===== config.mk =====
export PLATFORM = sky130hd
export DESIGN_NAME = sdt_map_bank
export DESIGN_NICKNAME = d
export VERILOG_FILES = /design/src/hdl/sdt_map_bank.sv
export SDC_FILE = /design/constraint.sdc
export NUM_CORES = 2
export LEC_CHECK = 0
export BUFFER_PORTS_ARGS = -buffer_cell sky130_fd_sc_hd__buf_2
export CAP_MARGIN = 20
export CELL_PAD_IN_SITES_DETAIL_PLACEMENT = 1
export CELL_PAD_IN_SITES_GLOBAL_PLACEMENT = 2
export CORE_MARGIN = 4
export CORE_UTILIZATION = 39
export CTS_CLUSTER_DIAMETER = 30
export DETAILED_ROUTE_END_ITERATION = 12
export PLACE_DENSITY_LB_ADDON = 0.12
export SKIP_CTS_REPAIR_TIMING = 1
export SLEW_MARGIN = 20
export SYNTH_ARGS = -nofsm -noshare
export SYNTH_HDL_FRONTEND = slang
export SYNTH_SLANG_ARGS = --single-unit

===== constraint.sdc =====
create_clock -name clk -period 6.06 [get_ports clk]
set_input_delay 1.515 -clock clk [delete_from_list [all_inputs] [get_ports clk]]
set_output_delay 1.515 -clock clk [all_outputs]
set_load 0.05 [all_outputs]

===== src/hdl/sdt_map_bank.sv =====
// One bank of the map store: one write port, one registered read port.
module sdt_map_bank #(
  parameter int DEPTH = 64,
  parameter int AW    = 6
) (
  input  logic          clk,
  input  logic          we,
  input  logic [AW-1:0] waddr,
  input  logic [31:0]   wdata,
  input  logic          re,
  input  logic [AW-1:0] raddr,
  output logic [31:0]   rdata
);

  logic [31:0] mem [DEPTH];

  // Write port.
  always_ff @(posedge clk) begin
    if (we) begin
      mem[waddr] <= wdata;
    end
  end

  // Registered read port; the data holds while no read is issued.
  always_ff @(posedge clk) begin
    if (re) begin
      rdata <= mem[raddr];
    end
  end

endmodule


; After elaboration in Yosys (flattened, before gate mapping)
; Memory sizes are Yosys's and may differ from the RTL's. A register that Yosys moved wholly into a read port is not among the register bits.
; Index checks and enable logic that the tools add are counted.
; W data, S select, Z words.
[classes]
mux = 2
[ops]
columns = op, count
row1 = $mux W1, 2
[word_totals]
reg_bits = 0
ramBits = 2048
in_bits = 47
output_inout_bits = 32
n_memories = 1
[memory_table]
columns = memory, words, word_bits, read_ports, rd_clocked_by_memory_dff, wr, line
row1 = mem, 64, 32, 1, 1, 1, 15  ; logic [31:0] mem [DEPTH];

; Depth between registers and ports, before layout
[logic_depth]
ltp_word = 2
ltp_mapped = 10
mapped_depth_nobuf = 5

; Least setup slack after synthesis
; OpenSTA, ideal clock, no wires.
[synth_path]
path_type = input port to flip-flop
startpoint = in waddr[3]
endpoint = mem mem[48][0] (enable)
setup_time_ns = 0.461
t_arrival_ns = 4.214
t_required_ns = 5.599
slack_ns = 1.385
path_stages = 4
path_cell_list = clkbuf_1 > nor2b_1 > nand4b_1 > nor3_1
[synth_lines]
columns = element, line
row1 = from (decl), 8  ; input logic [AW-1:0] waddr,
row2 = to (decl), 15
; No word-level cell before the write port.

==> impl_metrics.tcl <==
set metrics [dict create \
    p_leak_nw 32.4 \
    maxSlewViolCount 0 \
    ir_drop_mv 0.272 \
    worstPathMaxFanout 32 \
    rsz0062_at_grt "no" \
    area_growth_pct 26.5 \
    dp_worst_setup_slack_ps 862 \
    reg2reg_to "rdata[24]" \
    htree_num_levels 5 \
    fin_skew_ps 54.9 \
    startpoint_type "input port" \
    start_util_pct 39.3 \
    max_slew_margin_pct 20.6 \
    dp_cells 6063 \
    yosysWarningCount 0 \
    synthTopCellsByArea "edfxtp_1 79%, mux4_2 16%, mux2i_1 1.2%" \
    setup_slack_ps 1870 \
    min_delay_path_depth 4 \
    portBuffers 78 \
    worstHoldStart "mem[13][4]" \
    hold_path_class "reg -> reg" \
    drive_gt1_share_pct 38.2 \
    syn-cell-area_um2 78800 \
    yosys.area.top_type "edfxtp_1" \
    cts.reportedPaths.clkPinSlew_ps 50 \
    arrival_ps 4840 \
    cts_tree "built" \
    fin_nets 3930 \
    holdPathEnd "rdata[4]" \
    ys_types 33 \
    grt_pass1_wl_mm 344 \
    wl_mm 246 \
    die_area_um2 209000 \
    ioPinCount 79 \
    cts.sinks 2080 \
    hold_slack_ps 818 \
    period_share_pct 69.2 \
    tightest_slew_ps 1190 \
    grt_pass1_vias 42900 \
    fmax_mhz 238 \
    ys_ff_latch 2080 \
    dr.pass1.iters 5 \
    avgViaCountPerCell 5.66 \
    vias 39200 \
    insertion_delay_ps 950 \
    dp_hpwl_mm 141 \
    coreArea_um2 200000 \
    ys_seq_area_share_pct 79.2 \
    num_rows 164 \
    setup_viol_count_final 0 \
    antenna_found_initial 24 \
    reg2reg_from "mem[7][24]" \
    clk_path_buf_depth 4 \
    status "completed" \
    min_period_ps 4190 \
    drc 0 \
    die_x_um 458 \
    drt-initial-drc-count 4305 \
    finalHoldViolCount 0 \
    cts_buffers 474 \
    syn-num-nets 3371 \
    grt_start_max_net_pins 77 \
    syn_avg_cell_area_um2 23.7 \
    power_density_nw_per_um2 430 \
    rrSetupSlack_ps 3470 \
    crit_path_end_kind "register" \
    reg2regPathDepth 4 \
    fin_tns_setup_ps 0 \
    worst-setup-path-type "in -> reg" \
    grt_usage_pct 23.6 \
    worstPathRequired_ps 6710 \
    grt_remaining_overflow 0 \
    layoutNonFillerInstCount 6935 \
    synth_top_area_share_pct 79.2 \
    ant_nets 0 \
    fp.dieH_um 458 \
    cap_violations 0 \
    gp_congestion 0.777 \
    wl_per_cell_um 35.5 \
    cts-root-buf "clkbuf_16" \
    synthCells 3324 \
]
## cells by family after synthesis
| kind of cell | after synthesis | synth area share, % |
|---|---|---|
| buffers and inverters | 182 | 1.12 |
| AO/OA/AOI/OAI | 202 | 1.67 |
| flip-flops | 2080 | 79.2 |
| AND/OR/NAND/NOR | 223 | 1.26 |
| multiplexers | 637 | 16.7 |
## cell usage in the layout, fill, tap and decap left out, drive strengths merged, types with 62 or more instances in the layout
master  netlist  layout
mux4        544     544
a21oi        62      62
clkbuf       74     538
o22ai        84      84
mux2i        93      93
nor2        137     137
edfxtp     2080    2080
clkinv        0     192
buf         108     265
bufinv        0      68
## per-stage QoR
step	instance area (um2)	utilization, %	power (mW)
after floorplan	78800	-	17.1
after global placement	83800	41.8	18.0
after detailed placement	83900	41.8	18.1
after CTS	99700	49.7	43.3
after global routing	99700	49.7	44.2
final	99700	49.8	42.9
## synth_stat cells
| master | count |
|---|---|
| edfxtp_1 | 2080 |
| mux4_2 | 544 |
| nor2_1 | 137 |
| mux2i_1 | 93 |
| o22ai_1 | 84 |
| clkbuf_1 | 74 |
| a21oi_1 | 62 |
| buf_2 | 57 |
| o221ai_1 | 27 |
| nand2_1 | 26 |
| buf_4 | 25 |
| buf_1 | 21 |
| nor2b_1 | 15 |
| a22oi_1 | 12 |
| a311oi_1 | 8 |
| nand2b_1 | 8 |
| nor3_1 | 7 |
| buf_6 | 5 |
| nand3_1 | 5 |
| nand3b_1 | 5 |
| a41o_1 | 4 |
| and3_1 | 4 |
| o32ai_1 | 4 |
| or3_1 | 3 |
| or3b_2 | 3 |
| and2_1 | 2 |
| nand4_1 | 2 |
| or3b_1 | 2 |
| a31oi_1 | 1 |
| nand4b_1 | 1 |
| or2_0 | 1 |
| or2_1 | 1 |
| or2_2 | 1 |
## report_power, final
part | switching [mW] | internal (mW)
logic | 1.14 | 0.550
clock network | 7.88 | 17.2
registers | 0.0678 | 16.0
total | 9.09 | 33.8
## state kept, by name (all words and copies together) (netlist names)
signal	count
mem	2048
rdata	32
## worst max-delay path by stage
stage	start	slack, ps	endpoint	cells after the start
floorplan	waddr[3]	1390	mem[48][0]	4
global placement	raddr[0]	880	rdata[8]	10
detailed placement	raddr[0]	860	rdata[2]	10
CTS	raddr[0]	1870	rdata[2]	10
global route	raddr[0]	1610	rdata[2]	10
finish	raddr[0]	1870	rdata[2]	10
## layer usage
| metal | wire length (um) | share of wire, % | global-route usage (%) | vias to the layer above |
|---|---|---|---|---|
| li1 | - | - | - | 15700 |
| met1 | 99700 | 40 | 31.3 | 21700 |
| met2 | 124000 | 50 | 39.9 | 1505 |
| met3 | 15200 | 6.2 | 4.43 | 385 |
| met4 | 7150 | 2.9 | 7.25 | 2 |
| met5 | 13 | 0.0053 | 0 | - |
## critical path: stages
cell and delay, ps:
buf_8 390, buf_12 320, buf_12 270, buf_4 270, buf_4 250, mux4_2 510, o22ai_1 160, nor2_1 130
a21oi_1 760, nor2_1 120
## final cells by class
type	count	area, um2
Clock inverter	330	3620
Multi-Input combinational cell	1062	16000
Sequential cell	2080	62500
Timing Repair Buffer	265	2060
Tap cell	2656	3320
Fill cell	17400	101000
Antenna cell	4	10.0
Clock buffer	538	12300
Power figures use the tool's default switching activity.
